## config.mk

```make
export PLATFORM = sky130hd
export DESIGN_NAME = servo_command_frame_builder
export DESIGN_NICKNAME = d
export VERILOG_FILES = /design/src/sv/sfb_pkg.sv /design/src/sv/sfb_ctrl.sv /design/src/sv/sfb_datapath.sv /design/src/sv/servo_command_frame_builder.sv
export SDC_FILE = /design/constraint.sdc
export NUM_CORES = 1
export LEC_CHECK = 0
export ABC_AREA = 1
export BUFFER_PORTS_ARGS = -buffer_cell sky130_fd_sc_hd__buf_4
export CAP_MARGIN = 15
export CORE_MARGIN = 3
export CORE_UTILIZATION = 45
export CTS_CLUSTER_SIZE = 30
export DETAILED_ROUTE_END_ITERATION = 16
export MAX_ROUTING_LAYER = met4
export PLACE_DENSITY = 0.61
export SYNTH_ARGS = -nofsm -noshare
export SYNTH_HDL_FRONTEND = slang
export SYNTH_SLANG_ARGS = --single-unit
```

## constraint.sdc

```tcl
create_clock -name clk_i -period 6.7 [get_ports clk_i]
set_input_delay 0.335 -clock clk_i [delete_from_list [all_inputs] [get_ports clk_i]]
set_output_delay 0.335 -clock clk_i [all_outputs]
set_load 0.02 [all_outputs]
```

## src/sv/sfb_pkg.sv

```systemverilog
// ----------------------------------------------------------------------------
// Servo command frame builder package
// Shared types, byte codes and constants of the frame builder.
// ----------------------------------------------------------------------------
package sfb_pkg;

  localparam int MaxServos  = 16;
  localparam int IdxW       = $clog2(MaxServos);
  localparam int CountW     = 5;
  localparam int LenBase    = 4;
  localparam int EntryBytes = 5;

  localparam logic [7:0] HdrFf   = 8'hff;
  localparam logic [7:0] HdrFe   = 8'hfe;
  localparam logic [7:0] InsSync = 8'h83;
  localparam logic [7:0] AddrPos = 8'h1e;
  localparam logic [7:0] DataLen = 8'h04;
  localparam logic [7:0] SumMod  = 8'hff;

  localparam logic [1:0] ModeDigital = 2'd0;
  localparam logic [1:0] ModeAnalog  = 2'd1;
  localparam logic [1:0] ModeMixed   = 2'd2;
  localparam logic [1:0] ModeInvalid = 2'd3;

  localparam logic RegMode  = 1'b0;
  localparam logic RegCount = 1'b1;

  typedef enum logic [3:0] {
    SEL_FF,
    SEL_FE,
    SEL_LEN,
    SEL_INS,
    SEL_ADR,
    SEL_DLEN,
    SEL_ID,
    SEL_PLO,
    SEL_PHI,
    SEL_SLO,
    SEL_SHI,
    SEL_CSUM,
    SEL_RID,
    SEL_RLO,
    SEL_RHI
  } sel_e;

  typedef struct packed {
    logic [7:0]  servo_id;
    logic [15:0] position;
    logic [15:0] speed;
  } in_item_t;

  typedef struct packed {
    logic [7:0] out_byte;
    logic       end_of_run;
  } out_item_t;

  typedef struct packed {
    logic load;
    sel_e sel;
    logic eor;
    logic sum_load;
    logic sum_add;
    logic rep_clr;
    logic rep_inc;
  } cmd_t;

  typedef struct packed {
    logic start_first;
    logic last;
    logic rep_last;
    logic out_free;
  } status_t;

endpackage

```

## src/sv/sfb_ctrl.sv

```systemverilog
// ----------------------------------------------------------------------------
// Frame builder controller
// Byte sequencer that steps through the frame layout one byte per cycle unless the output stalls.
// ----------------------------------------------------------------------------
module sfb_ctrl (
  input  logic             clk_i,
  input  logic             rst_ni,
  input  logic             in_take_i,
  input  logic [1:0]       mode_i,
  input  sfb_pkg::status_t status_i,
  output sfb_pkg::cmd_t    cmd_o,
  output logic             busy_o
);

  localparam logic [4:0] S_IDLE  = 5'd0;
  localparam logic [4:0] S_H_FF0 = 5'd1;
  localparam logic [4:0] S_H_FF1 = 5'd2;
  localparam logic [4:0] S_H_FE  = 5'd3;
  localparam logic [4:0] S_H_LEN = 5'd4;
  localparam logic [4:0] S_H_INS = 5'd5;
  localparam logic [4:0] S_H_ADR = 5'd6;
  localparam logic [4:0] S_H_DL  = 5'd7;
  localparam logic [4:0] S_E_ID  = 5'd8;
  localparam logic [4:0] S_E_PLO = 5'd9;
  localparam logic [4:0] S_E_PHI = 5'd10;
  localparam logic [4:0] S_E_SLO = 5'd11;
  localparam logic [4:0] S_E_SHI = 5'd12;
  localparam logic [4:0] S_CSUM  = 5'd13;
  localparam logic [4:0] S_A_FE0 = 5'd14;
  localparam logic [4:0] S_A_FE1 = 5'd15;
  localparam logic [4:0] S_R_ID  = 5'd16;
  localparam logic [4:0] S_R_LO  = 5'd17;
  localparam logic [4:0] S_R_HI  = 5'd18;

  logic [4:0] state_q, state_d;
  logic       analog, mixed, adv;

  assign analog = (mode_i == sfb_pkg::ModeAnalog);
  assign mixed  = (mode_i == sfb_pkg::ModeMixed);
  assign adv    = status_i.out_free;
  assign busy_o = (state_q != S_IDLE);

  always_comb begin
    state_d       = state_q;
    cmd_o         = '0;
    cmd_o.sel     = sfb_pkg::SEL_FF;
    cmd_o.load    = adv && (state_q != S_IDLE);
    unique case (state_q)
      S_IDLE: begin
        if (in_take_i) begin
          if (!status_i.start_first) state_d = S_E_ID;
          else if (analog) state_d = S_A_FE0;
          else state_d = S_H_FF0;
        end
      end
      S_H_FF0: begin
        cmd_o.sel = sfb_pkg::SEL_FF;
        if (adv) state_d = S_H_FF1;
      end
      S_H_FF1: begin
        cmd_o.sel = sfb_pkg::SEL_FF;
        if (adv) state_d = S_H_FE;
      end
      S_H_FE: begin
        cmd_o.sel      = sfb_pkg::SEL_FE;
        cmd_o.sum_load = adv;
        if (adv) state_d = S_H_LEN;
      end
      S_H_LEN: begin
        cmd_o.sel     = sfb_pkg::SEL_LEN;
        cmd_o.sum_add = adv;
        if (adv) state_d = S_H_INS;
      end
      S_H_INS: begin
        cmd_o.sel     = sfb_pkg::SEL_INS;
        cmd_o.sum_add = adv;
        if (adv) state_d = S_H_ADR;
      end
      S_H_ADR: begin
        cmd_o.sel     = sfb_pkg::SEL_ADR;
        cmd_o.sum_add = adv;
        if (adv) state_d = S_H_DL;
      end
      S_H_DL: begin
        cmd_o.sel     = sfb_pkg::SEL_DLEN;
        cmd_o.sum_add = adv;
        if (adv) state_d = S_E_ID;
      end
      S_E_ID: begin
        cmd_o.sel     = sfb_pkg::SEL_ID;
        cmd_o.sum_add = adv && !analog;
        if (adv) state_d = S_E_PLO;
      end
      S_E_PLO: begin
        cmd_o.sel     = sfb_pkg::SEL_PLO;
        cmd_o.sum_add = adv && !analog;
        if (adv) state_d = S_E_PHI;
      end
      S_E_PHI: begin
        cmd_o.sel     = sfb_pkg::SEL_PHI;
        cmd_o.sum_add = adv && !analog;
        cmd_o.eor     = analog;
        if (adv) state_d = analog ? S_IDLE : S_E_SLO;
      end
      S_E_SLO: begin
        cmd_o.sel     = sfb_pkg::SEL_SLO;
        cmd_o.sum_add = adv;
        if (adv) state_d = S_E_SHI;
      end
      S_E_SHI: begin
        cmd_o.sel     = sfb_pkg::SEL_SHI;
        cmd_o.sum_add = adv;
        cmd_o.eor     = !status_i.last;
        if (adv) state_d = status_i.last ? S_CSUM : S_IDLE;
      end
      S_CSUM: begin
        cmd_o.sel = sfb_pkg::SEL_CSUM;
        cmd_o.eor = !mixed;
        if (adv) state_d = mixed ? S_A_FE0 : S_IDLE;
      end
      S_A_FE0: begin
        cmd_o.sel     = sfb_pkg::SEL_FE;
        cmd_o.rep_clr = adv;
        if (adv) state_d = S_A_FE1;
      end
      S_A_FE1: begin
        cmd_o.sel = sfb_pkg::SEL_FE;
        if (adv) state_d = analog ? S_E_ID : S_R_ID;
      end
      S_R_ID: begin
        cmd_o.sel = sfb_pkg::SEL_RID;
        if (adv) state_d = S_R_LO;
      end
      S_R_LO: begin
        cmd_o.sel = sfb_pkg::SEL_RLO;
        if (adv) state_d = S_R_HI;
      end
      S_R_HI: begin
        cmd_o.sel     = sfb_pkg::SEL_RHI;
        cmd_o.eor     = status_i.rep_last;
        cmd_o.rep_inc = adv;
        if (adv) state_d = status_i.rep_last ? S_IDLE : S_R_ID;
      end
      default: begin
        state_d    = S_IDLE;
        cmd_o.load = 1'b0;
      end
    endcase
  end

  always_ff @(posedge clk_i or negedge rst_ni) begin
    if (!rst_ni) begin
      state_q <= S_IDLE;
    end else begin
      state_q <= state_d;
    end
  end

endmodule

```

## src/sv/sfb_datapath.sv

```systemverilog
// ----------------------------------------------------------------------------
// Frame builder datapath
// Entry registers, id and position stores, checksum, byte select, output word.
// ----------------------------------------------------------------------------
module sfb_datapath (
  input  logic                         clk_i,
  input  logic                         rst_ni,
  input  logic                         in_take_i,
  input  sfb_pkg::in_item_t            in_item_i,
  input  logic [sfb_pkg::CountW-1:0]   count_i,
  input  logic                         cfg_clr_i,
  input  sfb_pkg::cmd_t                cmd_i,
  input  logic                         out_stall_i,
  output logic                         out_valid_o,
  output sfb_pkg::out_item_t           out_item_o,
  output sfb_pkg::status_t             status_o
);

  logic [sfb_pkg::CountW-1:0] n, n_m1, idx_eff, entry_q, entry_d;
  logic [sfb_pkg::IdxW-1:0]   rep_q, rep_d;
  logic [7:0]                 sum_q, sum_d, byte_sel, len_byte, sum_red;
  logic                       cur_last_q, last_now, out_valid_q, out_valid_d;
  sfb_pkg::in_item_t          item_q;
  sfb_pkg::out_item_t         out_q;
  logic [7:0]                 id_mem  [sfb_pkg::MaxServos];
  logic [15:0]                pos_mem [sfb_pkg::MaxServos];
  logic [7:0]                 rd_id_q;
  logic [15:0]                rd_pos_q;

  always_comb begin
    if (count_i == '0) n = sfb_pkg::CountW'(1);
    else if (count_i > sfb_pkg::CountW'(sfb_pkg::MaxServos))
      n = sfb_pkg::CountW'(sfb_pkg::MaxServos);
    else n = count_i;
  end

  assign n_m1     = n - sfb_pkg::CountW'(1);
  assign idx_eff  = (entry_q >= n) ? '0 : entry_q;
  assign last_now = (idx_eff == n_m1);
  assign entry_d  = last_now ? '0 : idx_eff + sfb_pkg::CountW'(1);
  assign len_byte = 8'(sfb_pkg::LenBase + sfb_pkg::EntryBytes * n);
  assign sum_red  = (sum_q == sfb_pkg::SumMod) ? 8'h00 : sum_q;

  always_comb begin
    rep_d = rep_q;
    if (cmd_i.rep_clr) rep_d = '0;
    else if (cmd_i.rep_inc) rep_d = rep_q + sfb_pkg::IdxW'(1);
  end

  always_comb begin
    case (cmd_i.sel)
      sfb_pkg::SEL_FF:   byte_sel = sfb_pkg::HdrFf;
      sfb_pkg::SEL_FE:   byte_sel = sfb_pkg::HdrFe;
      sfb_pkg::SEL_LEN:  byte_sel = len_byte;
      sfb_pkg::SEL_INS:  byte_sel = sfb_pkg::InsSync;
      sfb_pkg::SEL_ADR:  byte_sel = sfb_pkg::AddrPos;
      sfb_pkg::SEL_DLEN: byte_sel = sfb_pkg::DataLen;
      sfb_pkg::SEL_ID:   byte_sel = item_q.servo_id;
      sfb_pkg::SEL_PLO:  byte_sel = item_q.position[7:0];
      sfb_pkg::SEL_PHI:  byte_sel = item_q.position[15:8];
      sfb_pkg::SEL_SLO:  byte_sel = item_q.speed[7:0];
      sfb_pkg::SEL_SHI:  byte_sel = item_q.speed[15:8];
      sfb_pkg::SEL_CSUM: byte_sel = ~sum_red;
      sfb_pkg::SEL_RID:  byte_sel = rd_id_q;
      sfb_pkg::SEL_RLO:  byte_sel = rd_pos_q[7:0];
      sfb_pkg::SEL_RHI:  byte_sel = rd_pos_q[15:8];
      default:           byte_sel = 8'h00;
    endcase
  end

  always_comb begin
    sum_d = sum_q;
    if (cfg_clr_i) sum_d = '0;
    else if (cmd_i.sum_load) sum_d = sfb_pkg::HdrFe;
    else if (cmd_i.sum_add) sum_d = sum_q + byte_sel;
  end

  assign status_o.out_free    = !out_valid_q || !out_stall_i;
  assign status_o.start_first = (idx_eff == '0);
  assign status_o.last        = cur_last_q;
  assign status_o.rep_last    = ({1'b0, rep_q} == n_m1);

  always_comb begin
    out_valid_d = out_valid_q && out_stall_i;
    if (cmd_i.load) out_valid_d = 1'b1;
  end

  always_ff @(posedge clk_i or negedge rst_ni) begin
    if (!rst_ni) begin
      entry_q     <= '0;
      sum_q       <= '0;
      rep_q       <= '0;
      cur_last_q  <= 1'b0;
      out_valid_q <= 1'b0;
    end else begin
      sum_q       <= sum_d;
      rep_q       <= rep_d;
      out_valid_q <= out_valid_d;
      if (cfg_clr_i) begin
        entry_q <= '0;
      end else if (in_take_i) begin
        entry_q    <= entry_d;
        cur_last_q <= last_now;
      end
    end
  end

  always_ff @(posedge clk_i) begin
    if (in_take_i) begin
      item_q                                 <= in_item_i;
      id_mem[idx_eff[sfb_pkg::IdxW-1:0]]     <= in_item_i.servo_id;
      pos_mem[idx_eff[sfb_pkg::IdxW-1:0]]    <= in_item_i.position;
    end
    rd_id_q  <= id_mem[rep_d];
    rd_pos_q <= pos_mem[rep_d];
    if (cmd_i.load) begin
      out_q.out_byte   <= byte_sel;
      out_q.end_of_run <= cmd_i.eor;
    end
  end

  assign out_valid_o = out_valid_q;
  assign out_item_o  = out_q;

endmodule

```

## src/sv/servo_command_frame_builder.sv

```systemverilog
// ----------------------------------------------------------------------------
// Servo command frame builder
// Serializes servo sync-write command frames from per-servo entry words.
//
// Input channel: one word per servo entry (id, position, speed), taken while
// in_valid_i is high and in_stall_o is low. Output channel: one frame byte
// per word, end_of_run set on the last byte caused by an input word.
// Configuration: APB registers frame_mode at 0x0 and servo_count at 0x4;
// a write drops any partly built frame.
// The input word is taken in the idle state; the sequencer state and then the
// output word register lie between it and its first byte. The sequencer emits
// one byte per cycle while the output is free: 5 bytes for a middle entry, 12
// for the first entry of a digital frame, 3 for an analog entry and 5 for the
// first analog entry; the last digital entry adds one for the checksum, and in
// mixture mode 2 + 3n more for the replayed analog frame. The sequencer then
// returns to idle, where the next word is taken. in_stall_o is high until the
// last byte of the current word is loaded. A stalled receiver holds the output
// word and the sequencer. Reset returns to digital mode, one servo per frame,
// empty frame.
module servo_command_frame_builder (
  input  logic               clk_i,
  input  logic               rst_ni,
  input  logic               in_valid_i,
  output logic               in_stall_o,
  input  sfb_pkg::in_item_t  in_item_i,
  output logic               out_valid_o,
  input  logic               out_stall_i,
  output sfb_pkg::out_item_t out_item_o,
  input  logic               psel,
  input  logic               penable,
  input  logic               pwrite,
  input  logic [2:0]         paddr,
  input  logic [31:0]        pwdata,
  output logic [31:0]        prdata,
  output logic               pready
);

  logic [1:0]                 mode_q;
  logic [sfb_pkg::CountW-1:0] count_q;
  logic                       cfg_wr, in_take, busy;
  sfb_pkg::cmd_t              cmd;
  sfb_pkg::status_t           status;

  assign pready     = 1'b1;
  assign cfg_wr     = psel && penable && pwrite;
  assign in_stall_o = busy;
  assign in_take    = in_valid_i && !busy && (mode_q != sfb_pkg::ModeInvalid);

  always_comb begin
    unique case (paddr[2])
      sfb_pkg::RegMode:  prdata = {30'd0, mode_q};
      sfb_pkg::RegCount: prdata = {{(32 - sfb_pkg::CountW){1'b0}}, count_q};
      default:           prdata = '0;
    endcase
  end

  always_ff @(posedge clk_i or negedge rst_ni) begin
    if (!rst_ni) begin
      mode_q  <= sfb_pkg::ModeDigital;
      count_q <= sfb_pkg::CountW'(1);
    end else if (cfg_wr) begin
      if (paddr[2] == sfb_pkg::RegMode) mode_q <= pwdata[1:0];
      else count_q <= pwdata[sfb_pkg::CountW-1:0];
    end
  end

  sfb_ctrl u_ctrl (
    .clk_i     (clk_i),
    .rst_ni    (rst_ni),
    .in_take_i (in_take),
    .mode_i    (mode_q),
    .status_i  (status),
    .cmd_o     (cmd),
    .busy_o    (busy)
  );

  sfb_datapath u_datapath (
    .clk_i       (clk_i),
    .rst_ni      (rst_ni),
    .in_take_i   (in_take),
    .in_item_i   (in_item_i),
    .count_i     (count_q),
    .cfg_clr_i   (cfg_wr),
    .cmd_i       (cmd),
    .out_stall_i (out_stall_i),
    .out_valid_o (out_valid_o),
    .out_item_o  (out_item_o),
    .status_o    (status)
  );

  a_invalid_mode_idle : assert property (@(posedge clk_i) disable iff (!rst_ni)
    (in_valid_i && !in_stall_o && mode_q == sfb_pkg::ModeInvalid) |=> !in_stall_o)
    else $error("invalid mode word started the sequencer");

  a_no_load_on_stall : assert property (@(posedge clk_i) disable iff (!rst_ni)
    (out_valid_o && out_stall_i) |-> !cmd.load)
    else $error("output word overwritten while stalled");

  a_eor_lands : assert property (@(posedge clk_i) disable iff (!rst_ni)
    (cmd.load && cmd.eor) |=> (out_valid_o && out_item_o.end_of_run))
    else $error("end of run byte not presented");

  a_eor_frees_input : assert property (@(posedge clk_i) disable iff (!rst_ni)
    (cmd.load && cmd.eor) |=> !in_stall_o)
    else $error("input still stalled after last byte of word");

endmodule

```

## Yosys cells after proc, flatten, opt, wreduce, memory -nomap -nowiden

Memory sizes are Yosys's and may differ from the RTL's. A register that Yosys moved wholly into a read port is not among the register bits.
Cells that the tools add are included.

- Register bits: 80
- Bits in writable memories: 384
- Input bits: 82
- Output and inout bits: 44
- Logic and storage cells: 163
- Memories: 2

Memories:

| name | depth | width | read ports | clocked after Yosys merged registers in | write ports | line | source |
|---|---|---|---|---|---|---|---|
| u_datapath.pos_mem | 16 | 16 | 1 | 1 | 1 | sfb_datapath.sv:26 | `logic [15:0] pos_mem [sfb_pkg::MaxServos];` |
| u_datapath.id_mem | 16 | 8 | 1 | 1 | 1 | sfb_datapath.sv:25 | `logic [7:0] id_mem [sfb_pkg::MaxServos];` |

- $add $sub $neg: 5
- Multiply operators: 1
- Order comparisons: 2
- Equal/unequal tests: 57
- Muxes and demuxes: 51
- Bitwise gates (word level): 3
- Reduce and logical (&&, ||, !) cells: 29

Operator list:

| operator | count |
|---|---|
| 2-to-1 mux 5 bit | 28 |
| one-hot mux 8 bit (15 select lines) | 1 |
| one-hot mux 5 bit (19 select lines) | 1 |
| one-hot mux 32 bit (2 select lines) | 1 |
| one-hot mux 4 bit (14 select lines) | 1 |
| == test 5 x 4 -> 1 bit (second input constant) | 8 |
| inequality test 2 x 1 -> 1 bit (second input constant) | 18 |
| 2-to-1 mux 8 bit | 4 |
| == test 4 bit (second input constant) | 7 |
| 2-to-1 mux 4 bit | 6 |
| == test 5 x 3 -> 1 bit (second input constant) | 4 |
| AND reduction 19 bit | 1 |
| OR reduction 19 bit | 1 |
| == test 4 x 3 -> 1 bit (second input constant) | 4 |
| == test 5 bit (second input constant) | 3 |
| logical NOT 5 bit | 3 |
| == test 5 x 2 -> 1 bit (second input constant) | 2 |
| adder 3 x 8 -> 8 bit (first input constant) | 1 |
| adder 8 bit | 1 |
| == test 4 x 2 -> 1 bit (second input constant) | 2 |
| == test 8 bit (second input constant) | 1 |
| multiplier 3 x 5 -> 8 bit (first input constant) | 1 |
| NOT 8 bit | 1 |
| logical AND 1 bit | 7 |
| other kinds (25) | 41 |

## Logic depth before layout (Yosys ltp)

- Word-level depth: 10
- Gate-level depth with buffers: 25
- Gate-level depth less buffers: 25

## By module

From an unflattened synthesis, not the netlist that was laid out.

- Cell total of the unflattened synthesis: 1747
- Area total of the unflattened synthesis: 21189.1 µm²

By module, submodules not included:

| module | instances | cells an instance | area each (µm²) | seq. area each (µm²) |
|---|---|---|---|---|
| sfb_datapath | 1 | 1522 | 19784.0 | 13958.4 |
| sfb_ctrl | 1 | 145 | 824.5 | 125.1 |
| servo_command_frame_builder | 1 | 80 | 580.6 | 176.4 |

## Worst setup path before layout

No wires, ideal clock.

- Path type: flip-flop to flip-flop
- Start point: reg u_ctrl.state_q[1]
- End point: mem u_datapath.id_mem[0][0] (enable)
- Library setup time: 0.440 ns
- Data arrival time: 3.971 ns
- Data required time: 6.260 ns
- Slack: 2.289 ns
- Cell stages (with the launch flop): 9
- Buffers on the path: 1
- Period minus slack after synthesis: 4.411 ns
- Path through: dfrtp_1 -> buf_4 -> nor2_1 -> inv_1 -> nor3_2 -> inv_1 -> nor2_4 -> inv_1 -> nor3b_1

- Longest elaborated chain between the ends: 6

RTL lines:

| item | line | source |
|---|---|---|
| start, declared | sfb_ctrl.sv:35 | `logic [4:0] state_q, state_d;` |
| start signal, assigned | sfb_ctrl.sv:155 | `state_q <= state_d;` |
| nonzero test 5 bit | sfb_ctrl.sv:41 | `assign busy_o = (state_q != S_IDLE);` |
| net in_stall_o | servo_command_frame_builder.sv:24 | `output logic in_stall_o,` |
| logical NOT 1 bit | servo_command_frame_builder.sv:47 | `assign in_take = in_valid_i && !busy && (mode_q != sfb_pkg::ModeInvalid);` |
| logical AND 1 bit (2 in series) | servo_command_frame_builder.sv:47 |  |
| net in_take | servo_command_frame_builder.sv:40 | `logic cfg_wr, in_take, busy;` |
| 2-to-1 mux 1 bit | sfb_datapath.sv:109 | `if (in_take_i) begin` |
| 2-to-1 mux 1 bit (not written as such) | sfb_datapath.sv:111 | `id_mem[idx_eff[sfb_pkg::IdxW-1:0]] <= in_item_i.servo_id;` |
| end, declared | sfb_datapath.sv:25 |  |

The timed path passes the listed nets, and every way through them passes these cells.

## Worst setup path after layout

- Start point: reg u_ctrl.state_q[4]
- End point: reg u_datapath.rd_pos_q[12] (read register of u_datapath.pos_mem)

- Longest elaborated chain between the ends: 4
- Elaborated cells between the ends (all ways): 6
- Those cells by class: eq/ne: 2; mux: 4

RTL lines:

| item | line | source |
|---|---|---|
| == test 5 bit | sfb_ctrl.sv:48 | `unique case (state_q)` |
| 2-to-1 mux 1 bit | sfb_ctrl.sv:48 |  |
| 2-to-1 mux 4 bit | sfb_datapath.sv:47 | `else if (cmd_i.rep_inc) rep_d = rep_q + sfb_pkg::IdxW'(1);` |
| 2-to-1 mux 4 bit (*) | sfb_datapath.sv:46 | `if (cmd_i.rep_clr) rep_d = '0;` |
| end, declared | sfb_datapath.sv:28 | `logic [15:0] rd_pos_q;` |

Every way passes the cells marked *; elsewhere a longest branch is shown, timed or not.
A chain may end at the register's enable or synchronous reset.

==> results.sh <==
export IMPL_critPathCapture="u_datapath.rd_pos_q[12]"
export IMPL_synth_warnings=0
export IMPL_ys_top_cells_by_area="edfxtp_1 56%, nand3_1 8.2%, inv_1 7.4%"
export IMPL_insertion_delay_ps=610
export IMPL_nets=2474
export IMPL_vias_per_cell=5.433
export IMPL_async_flop_share_pct=6.352
export IMPL_h_tree_depth=2
export IMPL_clockRootBuffer="clkbuf_16"
export IMPL_finalSetupTns_ps=0
export IMPL_cp_max_fo=103
export IMPL_finalWirelength_mm=62.15
export IMPL_synth_compound_area_share_pct=1.805
export IMPL_final_cell_area_mm2=0.02603
export IMPL_p_per_area_mw_per_mm2=392.8
export IMPL_comb_power_share_pct=33.3
export IMPL_start_util_pct=45.82
export IMPL_max_clock_path_buffers=3
export IMPL_rr_endpoint="u_datapath.rd_pos_q[12]"
export IMPL_pwr_share_seq_pct=37.5
export IMPL_switching_share_pct=36.72
export IMPL_tightest_slew_ps=1218
export IMPL_yosys_top_cells_count="456 x inv_1, 433 x edfxtp_1, 413 x nand2_1"
export IMPL_path_clk_slew_ps=60
export IMPL_busiest_layer="met2"
export IMPL_grt_max_degree=118
export IMPL_power_switching_w=0.003755
export IMPL_reg2regPathDepth=13
export IMPL_critPathLaunch="u_ctrl.state_q[4]"
export IMPL_routedWlPerCell_um=20.15
export IMPL_synthFlopType="edfxtp_1"
export IMPL_gp_congestion=0.8482
export IMPL_grt_pass1_wl_mm=93.39
export IMPL_met1_usage_pct=30.45
export IMPL_rsz0062_at_grt="no"
export IMPL_yosys_area_share_xor_xnor_pct=0.4879
export IMPL_relSlewSlack_pct=18.78
export IMPL_status="complete, no violations"
export IMPL_hpwlAfterDp_mm=34.75
export IMPL_io_buffers=68
export IMPL_drive_gt1_share_pct=9.053
export IMPL_cp_arrival_ps=4970
export IMPL_setup_viol=0
export IMPL_grt_usage_pct=23.40
export IMPL_hold_viol_final=0
export IMPL_max_freq_mhz=226.0
export IMPL_synthAdderAreaFrac_pct=1.637
export IMPL_fin_cells=3084
export IMPL_internal_power_w=0.006471
export IMPL_ys_types=47
export IMPL_ir_drop_mv=0.3384
export IMPL_hp_start="in_item_i[26]"
export IMPL_die_w_um=232.5
export IMPL_vias=16750
export IMPL_synth_top_family_by_area="simple AND/OR/NAND/NOR gates"
export IMPL_cts_tree="yes"
export IMPL_num_fill_cells=4465
export IMPL_p_leak_nw=11.21
export IMPL_hold_slack_ps=37.87
export IMPL_drc=0
export IMPL_cts_buffers=53
export IMPL_seq_area_frac_synth_pct=61.78
export IMPL_worstHoldPathType="in -> reg"
export IMPL_critPathKind="reg -> reg"
export IMPL_syn_inst=2325
export IMPL_start_kind="flop"
export IMPL_skew_ps=23.93
export IMPL_synth_seq_cells=488
export IMPL_core_area_mm2=0.05038
export IMPL_yosys_cell_count_top_type="inv_1"
export IMPL_first_pass_iters=5
export IMPL_holdBufCountCts=21
export IMPL_synth_top_area_share_pct=56.33
export IMPL_syn_area_mm2=0.02308
export IMPL_ff2ff_setup_slack_ps=2280
export IMPL_share_clk_of_total_power_pct=29.2
export IMPL_cts_resized=0
export IMPL_syn_area_per_cell_um2=9.928
export IMPL_post_place_ws_ps=2304
export IMPL_period_needed_ps=4425
export IMPL_use_met3_pct=3.795
export IMPL_synth_edf_count=433
export IMPL_post_dp_cell_area_mm2=0.02399
export IMPL_synth_top_cell_by_area="edfxtp_1"
export IMPL_rows=82
export IMPL_pin_count=126
export IMPL_reg2reg_from="u_ctrl.state_q[4]"
export IMPL_fin_crit_sh_pct=66.04
export IMPL_first_global_vias=15690
export IMPL_drtIter0Drc=1543
export IMPL_synthSimpleGateAreaFrac_pct=22.94
export IMPL_setup_slack_ps=2275
export IMPL_placed_cells=2958
export IMPL_numClockSinks=488
export IMPL_post_cts_setup_buffer_count=0
export IMPL_postRouteAntennaNets=0
export IMPL_cp_required_ps=7250
export IMPL_maxSlewViolCount=0
export IMPL_die_y_um=232.5
export IMPL_met2_usage_pct=36.95
export IMPL_worstSetupEndpointType="flop"
export IMPL_dieArea_mm2=0.05405
export IMPL_overflow=0
export IMPL_cap_viol_max_count=0
export IMPL_muxShareOfSynthArea_pct=0.09757
export IMPL_area_growth_pct=12.78
export IMPL_antenna_found_initial=3
-- worst min-delay path by stage --
stage               slack, ps                         end  cells after the start
global route               50  u_datapath.pos_mem[10][10]                      1
finish                     40   u_datapath.pos_mem[7][10]                      1
detailed placement        330           u_ctrl.state_q[4]                      1
floorplan                  40                  count_q[1]                      0
CTS                        10   u_datapath.pos_mem[1][10]                      1
global placement          320           u_ctrl.state_q[0]                      1
-- cell usage in the layout (no fill, tap or decap), types with 5 or more instances in the layout --
| master | n |
|---|---|
| nor2_4 | 20 |
| inv_1 | 456 |
| nor2_1 | 49 |
| clkinv_2 | 7 |
| edfxtp_1 | 433 |
| ha_1 | 27 |
| or2_2 | 5 |
| inv_2 | 5 |
| bufinv_16 | 5 |
| dfrtp_1 | 30 |
| nor3_1 | 5 |
| clkbuf_1 | 14 |
| buf_4 | 86 |
| clkbuf_8 | 9 |
| dlygate4sd3_1 | 21 |
| clkinv_1 | 7 |
| a21oi_1 | 28 |
| clkbuf_16 | 54 |
| o21ai_0 | 27 |
| nand3_1 | 376 |
| conb_1 | 29 |
| nand4_1 | 215 |
| dfxtp_1 | 24 |
| a22o_1 | 5 |
| xor2_1 | 10 |
| nand2_1 | 413 |
-- layer usage --
metal	wire length, um	vias up	share of wire (%)
met5	0	-	0
met2	29360	688	47
met1	26080	8042	42
li1	-	7878	-
met4	2127	0	3.4
met3	4584	146	7.4
-- final cells by class --
class	instances	area, um2	area share (%)
Sequential cell	488	14260	54.78
Multi-Input combinational cell	1248	6499	24.96
Inverter	464	1749	6.719
Clock buffer	77	1528	5.869
Timing Repair Buffer	108	875.8	3.364
Tap cell	672	840.8	3.230
Clock inverter	23	270.3	1.038
Antenna cell	4	10.01	0.03845
-- cell families (layout without fill, tap and decap cells) --
family,count (synthesis),count (layout)
and+or+nand+nor,1104,1104
buffers and inverters,616,672
DFF,488,488
AOI/OAI and AO/OA,72,72
adders and majority gates,29,29
xor gates and xnor gates,12,12
other,2,33
muxes,2,2
-- registers in the layout, indices dropped and copies added (netlist names) --
name and count:
count_q 5, u_datapath.rd_pos_q 16, u_datapath.sum_q 8, mode_q 2, u_datapath.out_valid_o 1, u_datapath.item_q 40
u_datapath.out_item_o 9, u_datapath.rep_q 4, u_datapath.entry_q 5, u_datapath.pos_mem 256, u_datapath.id_mem 128, u_datapath.cur_last_q 1
u_ctrl.state_q 5, u_datapath.rd_id_q 8
-- power groups by stage --
| stage | clock network [W] | registers (W) | logic (W) |
|---|---|---|---|
| floorplan | 0 | 0.00382 | 0.00247 |
| detailed placement | 0 | 0.00389 | 0.00336 |
| global route | 0.00316 | 0.00386 | 0.00379 |
| finish | 0.00299 | 0.00384 | 0.00340 |
| global placement | 0 | 0.00389 | 0.00331 |
| CTS | 0.00303 | 0.00383 | 0.00338 |
-- worst max-delay path, stage by stage (launching register included) --
cell	delay, ps
dfrtp_1	570
inv_4	210
nand3_2	180
nor2_2	260
nand2_8	400
nand2_1	310
nor2_4	40
buf_4	310
inv_2	580
buf_4	870
nand3_1	160
nand3_1	110
nand3_1	160
nand2_1	140
-- per-stage QoR --
stage / utilization, % / power [W]
2_1_floorplan: - / 0.006299
3_3_place_gp: 47.63 / 0.007202
3_5_place_dp: 47.63 / 0.007250
4_1_cts: 51.62 / 0.01025
5_1_grt: 51.68 / 0.01081
6_report: 51.68 / 0.01023
Power figures use the tool's default switching activity.
